File: config.mk
export PLATFORM = sky130hd
export DESIGN_NAME = canvas_asset_placement_flat
export DESIGN_NICKNAME = d
export VERILOG_FILES = /design/src/cap_pkg.sv /design/src/cap_req_if.sv /design/src/cap_res_if.sv /design/src/cap_div_cell.sv /design/src/cap_place.sv /design/src/canvas_asset_placement.sv /design/src/flat_wrapper.sv
export SDC_FILE = /design/constraint.sdc
export NUM_CORES = 2
export LEC_CHECK = 0
export BUFFER_PORTS_ARGS = -buffer_cell sky130_fd_sc_hd__buf_2
export CORE_ASPECT_RATIO = 1.25
export CORE_MARGIN = 3
export CORE_UTILIZATION = 40
export DETAILED_ROUTE_END_ITERATION = 6
export PLACE_DENSITY_LB_ADDON = 0.3
export RECOVER_POWER = 50
export SLEW_MARGIN = 5
export SYNTH_ARGS = -nofsm -noshare
export SYNTH_HDL_FRONTEND = slang
export SYNTH_SLANG_ARGS = --single-unit
File: constraint.sdc
create_clock -name clk -period 68.9 [get_ports clk]
set_clock_uncertainty 0.2 [all_clocks]
set_input_delay 10.335 -clock clk [delete_from_list [all_inputs] [get_ports clk]]
set_output_delay 10.335 -clock clk [all_outputs]
set_load 0.1 [all_outputs]
File: src/cap_pkg.sv
`default_nettype none
package cap_pkg;

	localparam int DIM_BITS_DEF = 14;
	localparam int MODE_W = 4;
	localparam int CANVAS_W_RESET = 1920;
	localparam int CANVAS_H_RESET = 1080;
	localparam int APB_ADDR_W = 3;
	localparam int APB_DATA_W = 32;

	// Register index, taken from paddr[2].
	localparam logic REG_CANVAS_W = 1'b0;
	localparam logic REG_CANVAS_H = 1'b1;

	typedef enum logic [MODE_W-1:0] {
		MODE_STRETCH       = 4'd0,
		MODE_FIT_CENTRE    = 4'd1,
		MODE_FIT_LEFT      = 4'd2,
		MODE_FIT_RIGHT     = 4'd3,
		MODE_FIT_TOP       = 4'd4,
		MODE_FIT_BOTTOM    = 4'd5,
		MODE_TOP_LEFT      = 4'd6,
		MODE_TOP_CENTRE    = 4'd7,
		MODE_TOP_RIGHT     = 4'd8,
		MODE_MID_LEFT      = 4'd9,
		MODE_CENTRE        = 4'd10,
		MODE_MID_RIGHT     = 4'd11,
		MODE_BOTTOM_LEFT   = 4'd12,
		MODE_BOTTOM_CENTRE = 4'd13,
		MODE_BOTTOM_RIGHT  = 4'd14,
		MODE_INVALID       = 4'd15
	} mode_t;

	typedef enum logic [1:0] {
		ALIGN_START,
		ALIGN_MID,
		ALIGN_END
	} align_t;

endpackage
`default_nettype wire

File: src/cap_req_if.sv
`default_nettype none
interface cap_req_if #(
	parameter int DIM_BITS = cap_pkg::DIM_BITS_DEF
);
	logic                       valid;
	logic                       ready;
	logic [cap_pkg::MODE_W-1:0] align_mode;
	logic [DIM_BITS-1:0]        asset_width;
	logic [DIM_BITS-1:0]        asset_height;

	modport source (output valid, align_mode, asset_width, asset_height, input ready);
	modport sink (input valid, align_mode, asset_width, asset_height, output ready);
endinterface
`default_nettype wire

File: src/cap_res_if.sv
`default_nettype none
interface cap_res_if #(
	parameter int DIM_BITS = cap_pkg::DIM_BITS_DEF
);
	logic                valid;
	logic                ready;
	logic                placed_ok;
	logic [DIM_BITS-1:0] pos_x;
	logic [DIM_BITS-1:0] pos_y;
	logic [DIM_BITS-1:0] placed_width;
	logic [DIM_BITS-1:0] placed_height;

	modport source (output valid, placed_ok, pos_x, pos_y, placed_width, placed_height,
		input ready);
	modport sink (input valid, placed_ok, pos_x, pos_y, placed_width, placed_height,
		output ready);
endinterface
`default_nettype wire

File: src/cap_div_cell.sv
`default_nettype none
// One stage of the restoring divider: settles a single quotient bit.
module cap_div_cell #(
	parameter int DIM_BITS = cap_pkg::DIM_BITS_DEF,
	parameter int SIDE_W   = 1,
	parameter int BIT_POS  = 0
) (
	input  wire logic                  clk,
	input  wire logic                  arst_n,
	input  wire logic                  en,
	input  wire logic                  valid_in,
	input  wire logic [2*DIM_BITS-1:0] rem_in,
	input  wire logic [DIM_BITS-1:0]   div_in,
	input  wire logic [DIM_BITS-1:0]   quo_in,
	input  wire logic [SIDE_W-1:0]     side_in,
	output logic                       valid_out,
	output logic [2*DIM_BITS-1:0]      rem_out,
	output logic [DIM_BITS-1:0]        div_out,
	output logic [DIM_BITS-1:0]        quo_out,
	output logic [SIDE_W-1:0]          side_out
);

	logic [2*DIM_BITS-1:0] trial;
	logic                  take;
	logic [2*DIM_BITS-1:0] rem_next;
	logic [DIM_BITS-1:0]   quo_next;
	logic                  valid_q;
	logic [2*DIM_BITS-1:0] rem_q;
	logic [DIM_BITS-1:0]   div_q;
	logic [DIM_BITS-1:0]   quo_q;
	logic [SIDE_W-1:0]     side_q;

	always_comb begin
		trial = (2*DIM_BITS)'(div_in) << BIT_POS;
		take = rem_in >= trial;
		rem_next = take ? rem_in - trial : rem_in;
		quo_next = quo_in;
		quo_next[BIT_POS] = take;
	end

	always_ff @(posedge clk or negedge arst_n) begin
		if (!arst_n) begin
			valid_q <= 1'b0;
		end else if (en) begin
			valid_q <= valid_in;
		end
	end

	always_ff @(posedge clk) begin
		if (en) begin
			rem_q <= rem_next;
			div_q <= div_in;
			quo_q <= quo_next;
			side_q <= side_in;
		end
	end

	assign valid_out = valid_q;
	assign rem_out = rem_q;
	assign div_out = div_q;
	assign quo_out = quo_q;
	assign side_out = side_q;

endmodule
`default_nettype wire

File: src/cap_place.sv
`default_nettype none
// Final stage: picks the placed size, aligns it on the canvas and holds the result.
module cap_place #(
	parameter int DIM_BITS = cap_pkg::DIM_BITS_DEF,
	parameter int SIDE_W   = cap_pkg::MODE_W + 2*DIM_BITS + 1
) (
	input  wire logic                clk,
	input  wire logic                arst_n,
	input  wire logic                en,
	input  wire logic                valid_in,
	input  wire logic [DIM_BITS-1:0] quo_in,
	input  wire logic [SIDE_W-1:0]   side_in,
	input  wire logic [DIM_BITS-1:0] canvas_w,
	input  wire logic [DIM_BITS-1:0] canvas_h,
	cap_res_if.source                res
);

	cap_pkg::mode_t      mode;
	logic [DIM_BITS-1:0] aw;
	logic [DIM_BITS-1:0] ah;
	logic                fit_h;
	logic                ok;
	logic [DIM_BITS-1:0] w;
	logic [DIM_BITS-1:0] h;
	logic [DIM_BITS-1:0] x;
	logic [DIM_BITS-1:0] y;
	cap_pkg::align_t     ax;
	cap_pkg::align_t     ay;
	logic                valid_q;
	logic                ok_q;
	logic [DIM_BITS-1:0] x_q;
	logic [DIM_BITS-1:0] y_q;
	logic [DIM_BITS-1:0] w_q;
	logic [DIM_BITS-1:0] h_q;

	assign mode = cap_pkg::mode_t'(side_in[SIDE_W-1 -: cap_pkg::MODE_W]);
	assign aw = side_in[2*DIM_BITS -: DIM_BITS];
	assign ah = side_in[DIM_BITS -: DIM_BITS];
	assign fit_h = side_in[0];

	always_comb begin
		ok = 1'b0;
		w = '0;
		h = '0;
		ax = cap_pkg::ALIGN_START;
		ay = cap_pkg::ALIGN_START;
		case (mode)
			cap_pkg::MODE_STRETCH: begin
				ok = 1'b1;
				w = canvas_w;
				h = canvas_h;
			end
			cap_pkg::MODE_FIT_CENTRE, cap_pkg::MODE_FIT_LEFT, cap_pkg::MODE_FIT_RIGHT,
			cap_pkg::MODE_FIT_TOP, cap_pkg::MODE_FIT_BOTTOM: begin
				ok = (aw != '0) && (ah != '0);
				w = fit_h ? quo_in : canvas_w;
				h = fit_h ? canvas_h : quo_in;
				ax = cap_pkg::ALIGN_MID;
				ay = cap_pkg::ALIGN_MID;
				if (mode == cap_pkg::MODE_FIT_LEFT) begin
					ax = cap_pkg::ALIGN_START;
				end else if (mode == cap_pkg::MODE_FIT_RIGHT) begin
					ax = cap_pkg::ALIGN_END;
				end else if (mode == cap_pkg::MODE_FIT_TOP) begin
					ay = cap_pkg::ALIGN_START;
				end else if (mode == cap_pkg::MODE_FIT_BOTTOM) begin
					ay = cap_pkg::ALIGN_END;
				end
			end
			cap_pkg::MODE_TOP_LEFT, cap_pkg::MODE_TOP_CENTRE, cap_pkg::MODE_TOP_RIGHT,
			cap_pkg::MODE_MID_LEFT, cap_pkg::MODE_CENTRE, cap_pkg::MODE_MID_RIGHT,
			cap_pkg::MODE_BOTTOM_LEFT, cap_pkg::MODE_BOTTOM_CENTRE,
			cap_pkg::MODE_BOTTOM_RIGHT: begin
				ok = (aw <= canvas_w) && (ah <= canvas_h);
				w = aw;
				h = ah;
				case (mode)
					cap_pkg::MODE_TOP_CENTRE, cap_pkg::MODE_CENTRE,
					cap_pkg::MODE_BOTTOM_CENTRE: ax = cap_pkg::ALIGN_MID;
					cap_pkg::MODE_TOP_RIGHT, cap_pkg::MODE_MID_RIGHT,
					cap_pkg::MODE_BOTTOM_RIGHT: ax = cap_pkg::ALIGN_END;
					default: ax = cap_pkg::ALIGN_START;
				endcase
				case (mode)
					cap_pkg::MODE_MID_LEFT, cap_pkg::MODE_CENTRE,
					cap_pkg::MODE_MID_RIGHT: ay = cap_pkg::ALIGN_MID;
					cap_pkg::MODE_BOTTOM_LEFT, cap_pkg::MODE_BOTTOM_CENTRE,
					cap_pkg::MODE_BOTTOM_RIGHT: ay = cap_pkg::ALIGN_END;
					default: ay = cap_pkg::ALIGN_START;
				endcase
			end
			default: begin
				ok = 1'b0;
			end
		endcase

		case (ax)
			cap_pkg::ALIGN_MID: x = (canvas_w >> 1) - (w >> 1);
			cap_pkg::ALIGN_END: x = canvas_w - w;
			default:            x = '0;
		endcase
		case (ay)
			cap_pkg::ALIGN_MID: y = (canvas_h >> 1) - (h >> 1);
			cap_pkg::ALIGN_END: y = canvas_h - h;
			default:            y = '0;
		endcase
	end

	always_ff @(posedge clk or negedge arst_n) begin
		if (!arst_n) begin
			valid_q <= 1'b0;
		end else if (en) begin
			valid_q <= valid_in;
		end
	end

	// A rejected transaction reports an all-zero rectangle.
	always_ff @(posedge clk) begin
		if (en) begin
			ok_q <= ok;
			x_q <= ok ? x : '0;
			y_q <= ok ? y : '0;
			w_q <= ok ? w : '0;
			h_q <= ok ? h : '0;
		end
	end

	assign res.valid = valid_q;
	assign res.placed_ok = ok_q;
	assign res.pos_x = x_q;
	assign res.pos_y = y_q;
	assign res.placed_width = w_q;
	assign res.placed_height = h_q;

endmodule
`default_nettype wire

File: src/canvas_asset_placement.sv
// Requests pass through stage 1, stage 2, a row of DIM_BITS divider cells and the final stage.
// Throughput: one transaction per cycle unless the output stalls; each of the DIM_BITS cells
// settles one quotient bit and passes its work to the next cell each time the pipeline advances.
// The whole pipeline holds while a finished result waits on the output.
// Reset clears all valid bits and sets the canvas to 1920 by 1080.
`default_nettype none
module canvas_asset_placement #(
	parameter int DIM_BITS = cap_pkg::DIM_BITS_DEF
) (
	input  wire logic                           clk,
	input  wire logic                           arst_n,
	cap_req_if.sink                             req,
	cap_res_if.source                           res,
	input  wire logic                           psel,
	input  wire logic                           penable,
	input  wire logic                           pwrite,
	input  wire logic [cap_pkg::APB_ADDR_W-1:0] paddr,
	input  wire logic [cap_pkg::APB_DATA_W-1:0] pwdata,
	output logic      [cap_pkg::APB_DATA_W-1:0] prdata,
	output logic                                pready
);

	localparam int PROD_W = 2*DIM_BITS;
	localparam int SIDE_W = cap_pkg::MODE_W + 2*DIM_BITS + 1;

	logic [DIM_BITS-1:0]        canvas_w_q;
	logic [DIM_BITS-1:0]        canvas_h_q;
	logic                       cfg_wr;
	logic                       adv;

	logic                       valid_s1;
	logic [cap_pkg::MODE_W-1:0] mode_s1;
	logic [DIM_BITS-1:0]        aw_s1;
	logic [DIM_BITS-1:0]        ah_s1;
	logic [PROD_W-1:0]          cw_ah_s1;
	logic [PROD_W-1:0]          aw_ch_s1;

	logic                       fit_h;
	logic                       valid_s2;
	logic [PROD_W-1:0]          num_s2;
	logic [DIM_BITS-1:0]        div_s2;
	logic [SIDE_W-1:0]          side_s2;

	logic                       valid_c [DIM_BITS+1];
	logic [PROD_W-1:0]          rem_c   [DIM_BITS+1];
	logic [DIM_BITS-1:0]        div_c   [DIM_BITS+1];
	logic [DIM_BITS-1:0]        quo_c   [DIM_BITS+1];
	logic [SIDE_W-1:0]          side_c  [DIM_BITS+1];

	// Configuration port.
	assign pready = 1'b1;
	assign cfg_wr = psel && penable && pwrite && pready;

	always_ff @(posedge clk or negedge arst_n) begin
		if (!arst_n) begin
			canvas_w_q <= DIM_BITS'(cap_pkg::CANVAS_W_RESET);
			canvas_h_q <= DIM_BITS'(cap_pkg::CANVAS_H_RESET);
		end else if (cfg_wr) begin
			if (paddr[2] == cap_pkg::REG_CANVAS_W) begin
				canvas_w_q <= pwdata[DIM_BITS-1:0];
			end else begin
				canvas_h_q <= pwdata[DIM_BITS-1:0];
			end
		end
	end

	always_comb begin
		case (paddr[2])
			cap_pkg::REG_CANVAS_W: prdata = cap_pkg::APB_DATA_W'(canvas_w_q);
			cap_pkg::REG_CANVAS_H: prdata = cap_pkg::APB_DATA_W'(canvas_h_q);
			default:               prdata = '0;
		endcase
	end

	// Every stage moves together unless the output holds a result not yet taken.
	assign adv = !res.valid || res.ready;
	assign req.ready = adv;

	// Stage 1: cross products of the two aspect ratios.
	always_ff @(posedge clk or negedge arst_n) begin
		if (!arst_n) begin
			valid_s1 <= 1'b0;
		end else if (adv) begin
			valid_s1 <= req.valid;
		end
	end

	always_ff @(posedge clk) begin
		if (adv) begin
			mode_s1 <= req.align_mode;
			aw_s1 <= req.asset_width;
			ah_s1 <= req.asset_height;
			cw_ah_s1 <= PROD_W'(canvas_w_q) * PROD_W'(req.asset_height);
			aw_ch_s1 <= PROD_W'(req.asset_width) * PROD_W'(canvas_h_q);
		end
	end

	// Stage 2: choose the limiting axis and set up the division.
	assign fit_h = cw_ah_s1 > aw_ch_s1;

	always_ff @(posedge clk or negedge arst_n) begin
		if (!arst_n) begin
			valid_s2 <= 1'b0;
		end else if (adv) begin
			valid_s2 <= valid_s1;
		end
	end

	always_ff @(posedge clk) begin
		if (adv) begin
			num_s2 <= fit_h ? aw_ch_s1 : cw_ah_s1;
			div_s2 <= fit_h ? ah_s1 : aw_s1;
			side_s2 <= {mode_s1, aw_s1, ah_s1, fit_h};
		end
	end

	assign valid_c[0] = valid_s2;
	assign rem_c[0] = num_s2;
	assign div_c[0] = div_s2;
	assign quo_c[0] = '0;
	assign side_c[0] = side_s2;

	// The quotient never exceeds the canvas side, so DIM_BITS cells cover it.
	for (genvar k = 0; k < DIM_BITS; k++) begin : g_cell
		cap_div_cell #(
			.DIM_BITS (DIM_BITS),
			.SIDE_W   (SIDE_W),
			.BIT_POS  (DIM_BITS - 1 - k)
		) u_cell (
			.clk       (clk),
			.arst_n    (arst_n),
			.en        (adv),
			.valid_in  (valid_c[k]),
			.rem_in    (rem_c[k]),
			.div_in    (div_c[k]),
			.quo_in    (quo_c[k]),
			.side_in   (side_c[k]),
			.valid_out (valid_c[k+1]),
			.rem_out   (rem_c[k+1]),
			.div_out   (div_c[k+1]),
			.quo_out   (quo_c[k+1]),
			.side_out  (side_c[k+1])
		);
	end

	cap_place #(
		.DIM_BITS (DIM_BITS),
		.SIDE_W   (SIDE_W)
	) u_place (
		.clk      (clk),
		.arst_n   (arst_n),
		.en       (adv),
		.valid_in (valid_c[DIM_BITS]),
		.quo_in   (quo_c[DIM_BITS]),
		.side_in  (side_c[DIM_BITS]),
		.canvas_w (canvas_w_q),
		.canvas_h (canvas_h_q),
		.res      (res)
	);

endmodule
`default_nettype wire

File: src/flat_wrapper.sv
// flat-port wrapper written by rule: the top's interface ports become plain ports
module canvas_asset_placement_flat 
#(
	parameter int DIM_BITS = cap_pkg::DIM_BITS_DEF
)
  (clk, arst_n, psel, penable, pwrite, paddr, pwdata, prdata, pready, req_valid, req_align_mode, req_asset_width, req_asset_height, req_ready, res_valid, res_placed_ok, res_pos_x, res_pos_y, res_placed_width, res_placed_height, res_ready);
  cap_req_if #(.DIM_BITS(DIM_BITS)) req_i ();
  cap_res_if #(.DIM_BITS(DIM_BITS)) res_i ();
  input  wire logic clk;
  input  wire logic arst_n;
  input  wire logic psel;
  input  wire logic penable;
  input  wire logic pwrite;
  input  wire logic [cap_pkg::APB_ADDR_W-1:0] paddr;
  input  wire logic [cap_pkg::APB_DATA_W-1:0] pwdata;
  output logic      [cap_pkg::APB_DATA_W-1:0] prdata;
  output logic pready;
  input wire logic [$bits(req_i.valid)-1:0] req_valid;
  input wire logic [$bits(req_i.align_mode)-1:0] req_align_mode;
  input wire logic [$bits(req_i.asset_width)-1:0] req_asset_width;
  input wire logic [$bits(req_i.asset_height)-1:0] req_asset_height;
  output wire logic [$bits(req_i.ready)-1:0] req_ready;
  output wire logic [$bits(res_i.valid)-1:0] res_valid;
  output wire logic [$bits(res_i.placed_ok)-1:0] res_placed_ok;
  output wire logic [$bits(res_i.pos_x)-1:0] res_pos_x;
  output wire logic [$bits(res_i.pos_y)-1:0] res_pos_y;
  output wire logic [$bits(res_i.placed_width)-1:0] res_placed_width;
  output wire logic [$bits(res_i.placed_height)-1:0] res_placed_height;
  input wire logic [$bits(res_i.ready)-1:0] res_ready;
  assign req_i.valid = req_valid;
  assign req_i.align_mode = req_align_mode;
  assign req_i.asset_width = req_asset_width;
  assign req_i.asset_height = req_asset_height;
  assign req_ready = req_i.ready;
  assign res_valid = res_i.valid;
  assign res_placed_ok = res_i.placed_ok;
  assign res_pos_x = res_i.pos_x;
  assign res_pos_y = res_i.pos_y;
  assign res_placed_width = res_i.placed_width;
  assign res_placed_height = res_i.placed_height;
  assign res_i.ready = res_ready;
  canvas_asset_placement #(.DIM_BITS(DIM_BITS)) u_core (.clk(clk), .arst_n(arst_n), .req(req_i), .res(res_i), .psel(psel), .penable(penable), .pwrite(pwrite), .paddr(paddr), .pwdata(pwdata), .prdata(prdata), .pready(pready));
endmodule
# After elaboration in Yosys (flattened, before gate mapping)
# Cells that the tools add are included.
# W data, S select, Z words.
[word_totals]
input_bits = 74
out_inout_bits = 92
wordCells = 191
memories = 0
ff_bits = 1378
ramBits = 0
latch_bits = 0
mem_bits_ro = 0
[classes]
add_sub_neg = 17
magnitude_cmp = 17
mul = 2
div = 0
mux = 33
n_bitwise = 1
shift = 0
eq_ne = 18
n_reduce_logical = 17
[ops]
columns = ["op", "count"]
rows = [
  ["$mux W28", 14],
  ["$pmux W14 S3", 2],
  ["$pmux W32 S2", 1],
  ["$mul A14 B14 Y28", 2],
  ["$pmux W14 S2", 2],
  ["$mux W14", 3],
  ["$eq A4 B4 Y1 const B", 7],
  ["$ge A28 B14 Y1", 1],
  ["$ge A28 B15 Y1", 1],
  ["$ge A28 B16 Y1", 1],
  ["$ge A28 B17 Y1", 1],
  ["$ge A28 B18 Y1", 1],
  ["$ge A28 B19 Y1", 1],
  ["$ge A28 B20 Y1", 1],
  ["$ge A28 B21 Y1", 1],
  ["$ge A28 B22 Y1", 1],
  ["$ge A28 B23 Y1", 1],
  ["$ge A28 B24 Y1", 1],
  ["$ge A28 B25 Y1", 1],
  ["$ge A28 B26 Y1", 1],
  ["$ge A28 B27 Y1", 1],
  ["$gt A28 B28 Y1", 1],
  ["$le A14 B14 Y1", 2],
  ["$reduce_bool A14 Y1", 2],
  ["other kinds (32)", 55],
]

# Longest topological paths before layout
[depth]
depth_word = 8
depth_mapped = 23
depth_no_buf = 22

# Cells and area by module
# From an unflattened synthesis, not the netlist that was laid out.
[unflattened]
hier_cells = 6200
hier_area_um2 = 80756.2
[by_module_without_submodules]
columns = ["module", "area_per_inst_um2", "cells_per_inst", "seq_area_each_um2", "n_inst"]
rows = [
  ["canvas_asset_placement", 20886.3, 1955, 5655.4, 1],
  ["cap_place", 5759.3, 641, 1736.7, 1],
  ["cap_div_cell at u_core.g_cell[13].u_cell", 4296.6, 304, 2697.6, 1],
  ["cap_div_cell at u_core.g_cell[11].u_cell", 4011.3, 280, 2697.6, 1],
  ["cap_div_cell at u_core.g_cell[12].u_cell", 3985.1, 267, 2697.6, 1],
  ["cap_div_cell at u_core.g_cell[9].u_cell", 3956.3, 284, 2697.6, 1],
  ["cap_div_cell at u_core.g_cell[10].u_cell", 3930.0, 268, 2697.6, 1],
  ["cap_div_cell at u_core.g_cell[8].u_cell", 3871.2, 264, 2697.6, 1],
  ["cap_div_cell at u_core.g_cell[6].u_cell", 3842.4, 240, 2697.6, 1],
  ["cap_div_cell at u_core.g_cell[5].u_cell", 3821.2, 258, 2697.6, 1],
  ["cap_div_cell at u_core.g_cell[0].u_cell", 3786.1, 231, 2697.6, 1],
  ["cap_div_cell at u_core.g_cell[4].u_cell", 3739.8, 238, 2697.6, 1],
  ["cap_div_cell at u_core.g_cell[1].u_cell", 3736.1, 247, 2697.6, 1],
  ["cap_div_cell at u_core.g_cell[7].u_cell", 3734.8, 247, 2697.6, 1],
  ["+2 rows", "n/a", "n/a", "n/a", "n/a"],
]

# Worst setup path before layout
# OpenSTA, ideal clock, no wires.
[synth_path]
path_kind = "input to output"
from = "in res_ready"
to = "out req_ready"
arrival_time_ns = 47.545
cell_stages = 3
n_path_buf = 2
t_required_ns = 58.365
path_slack_ns = 10.820
cell_sequence = "nand2b_1 > clkbuf_1 > buf_1"
[synth_between]
elab_chain_len = 1
[synth_lines]
columns = ["item", "line", "source"]
rows = [
  ["from (decl)", "flat_wrapper.sv:29", "input wire logic [$bits(res_i.ready)-1:0] res_ready;"],
  ["$logic_or A1 B1 Y1", "canvas_asset_placement.sv:76", "assign adv = !res.valid || res.ready;"],
  ["to (decl)", "flat_wrapper.sv:22", "output wire logic [$bits(req_i.ready)-1:0] req_ready;"],
]
# No other way between the ends.

# Worst setup path in the final report
# Ends and elaborated chain as after synthesis.

==> impl_metrics.ini <==
[outcome]
status = finished, violations left
violations = DRC, capacitance limit, slew limit

[min_path]
hold-path-endpoint = u_core.g_cell[9].u_cell.quo_out[10]
min_from = u_core.g_cell[8].u_cell.quo_out[10]
hold_path_class = reg2reg
holdPathStages = 0

[critical_path]
r2r_cells = 5
path_cells = buf_2 -> nand2b_1 -> buf_2
path_class = in2out
cp_max_fo = 52
worst_setup_path_start_kind = input pin
rr_startpoint = u_core.u_place.res.valid
crit_path_max_incr_delay_ns = 2.20
r2r_end = u_core.g_cell[1].u_cell.div_out[10]
cp.required_ns = 58.37
crit_top_cell = buf_2
crit_path_top_delay_cell = nand2b_1
arrival_ns = 13.40
worstSetupEndpointType = primary output
r2r_slack_ns = 57.35

[synthesis]
synth_top_area_cell = edfxtp_1
synth_edf_count = 1333
synthFlopType = edfxtp_1
synth_cells = 5828
syn_area_per_cell_um2 = 12.7
netlist.area_leader.share = 0.542
seq_area_frac_synth = 0.558
synth.area.top_cells = edfxtp_1 54%, fa_1 8.1%, ha_1 8.0%
async_reset_ff_frac = 0.0327
yosysWarnings = 0
ys_types = 90
ys_seq_elements = 1378
syn_area_um2 = 73800

[floorplan]
die_h_um = 486
initial_core_util = 0.404
core_um2 = 183000
dieArea_um2 = 190000
rows = 175
fp.dieW_um = 390
ios = 166

[global_routing]
grt_max_degree = 208
grt_overflow = 0
track_usage = 0.159
antenna_found_initial = 4
grt_pass1_vias = 44800
grt_pass1_wl_mm = 239

[final_layout]
area_growth_pct = 10.1
mostFrequentLayoutCell = edfxtp_1
fin_nets = 6818
drive_above_1_share = 0.0781
layout_common_cells = 1,333 x edfxtp_1, 673 x inv_1, 470 x ha_1

[timing]
max_freq_mhz = 41.8
period_minus_slack_ns = 23.94
hold_viol = 0
tns_ns = 0
slew_viol_final = 372
relSlewSlack = -4.61
worst_slack_ns = 44.96
tightest_slew_ns = 8.41
grt_setup_unrepaired = no
period_share = 0.347
setup_viol = 0

[cts]
clk_latency_ns = 0.77
post_cts_buffers = 0
clock_sinks = 1378
cts-htree-levels = 4
cts_tree = done
cts-resized-gates = 0
cts.root.buffer_cell = clkbuf_16
clockBufferDepth = 3
clkSlewWorstSetupHoldPaths_ns = 0.06
hold_buffers = 0
cts_made_buffers = 139

[place]
place_ws_ns = 46.58
io_buffers = 126
gp_routability_congestion = 0.939
dp_hpwl_mm = 110

[routing]
final_antenna_net_count = 0
route.detailed.drc = 1
wl_met1_mm = 60.6
drtPass1Iterations = 7
routed_wl_mm = 150
maxUsedRoutingLayer = met4
via_per_inst = 5.13
vias = 43500
wl_met2_mm = 75.0
wl_per_cell_um = 17.6
drt-initial-drc-count = 2885
wl_met3_mm = 6.94

[job]
drv_cap = 6
==> critical path, delay by kind of cell <==
kind,cells,cell delay (ns)
buffers and inverters,2,0.81
AND/OR/NAND/NOR,1,2.20
==> cell usage after synthesis, drive strengths merged (10+ instances only) <==
cell / instances
a21oi: 301
mux2: 124
a222oi: 28
dfrtp: 37
fa: 299
nand4b: 12
or2: 44
xnor2: 173
nor2b: 49
nand3: 55
nor2: 318
buf: 31
o41ai: 10
nor3: 91
and3: 21
nand2: 401
nand3b: 12
a2111oi: 10
o21ai: 205
clkbuf: 148
inv: 673
nand2b: 64
o211ai: 22
o21bai: 26
o31ai: 21
xor2: 135
ha: 470
a22oi: 25
nand4: 45
o21a: 44
edfxtp: 1333
or3: 37
and2: 203
a31oi: 22
a211oi: 31
nor4b: 16
or4: 16
nor4: 39
a21o: 117
==> area by class of cell <==
class	instances	area [um2]
Antenna cell	5	12.5
Clock buffer	176	3640
Clock inverter	71	669
Fill cell	16500	101000
Inverter	673	2530
Multi-Input combinational cell	3615	29300
Sequential cell	1378	41200
Tap cell	2389	2990
Timing Repair Buffer	168	911
==> routing by layer <==
metal / track usage / vias up
met2: 0.281 / 956
li1: - / 20900
met1: 0.187 / 21300
met5: 0 / -
met3: 0.0279 / 318
met4: 0.0731 / 0
==> sequential cells by signal, summed over array words and instances, names as in the netlist, 28 cells and up <==
name / flops
u_core.side_s2: 33
u_core.cw_ah_s1: 28
u_core.g_cell.u_cell.div_out: 182
u_core.g_cell.u_cell.quo_out: 105
u_core.aw_ch_s1: 28
u_core.g_cell.u_cell.rem_out: 364
u_core.num_s2: 28
u_core.g_cell.u_cell.side_out: 462
==> worst max path at each step <==
stage	start	slack [ns]	cells past startpoint	endpoint
2_1_floorplan	res_ready	10.82	3	req_ready
3_3_place_gp	res_ready	46.59	3	req_ready
3_5_place_dp	res_ready	46.58	3	req_ready
4_1_cts	res_ready	46.58	3	req_ready
5_1_grt	res_ready	44.67	3	req_ready
6_report	res_ready	44.96	3	req_ready
==> cells by family after synthesis <==
group / after synthesis / share of synthesized area
and+or+nand+nor: 1439 / 0.0975
buffers and inverters: 852 / 0.0447
DFF: 1378 / 0.558
muxes: 132 / 0.0203
xor gates and xnor gates: 308 / 0.0366
AOI/OAI and AO/OA: 948 / 0.0821
adders and majority gates: 769 / 0.161
other: 2 / 0.000102
==> through the flow <==
stage                     cell area [um2]  hold slack [ns]  utilization  instances
after floorplan                     73900            0.200            -       5845
after global placement              77100            0.200        0.422       8223
after detailed placement            77100            0.205        0.422       8223
after CTS                           81400            0.197        0.446       8470
after global routing                81200            0.204        0.445       8471
final                               81200            0.202        0.445       8475
Power is not shown: default switching activity piles up to over one toggle a cycle in this logic, so the estimate is an artifact.
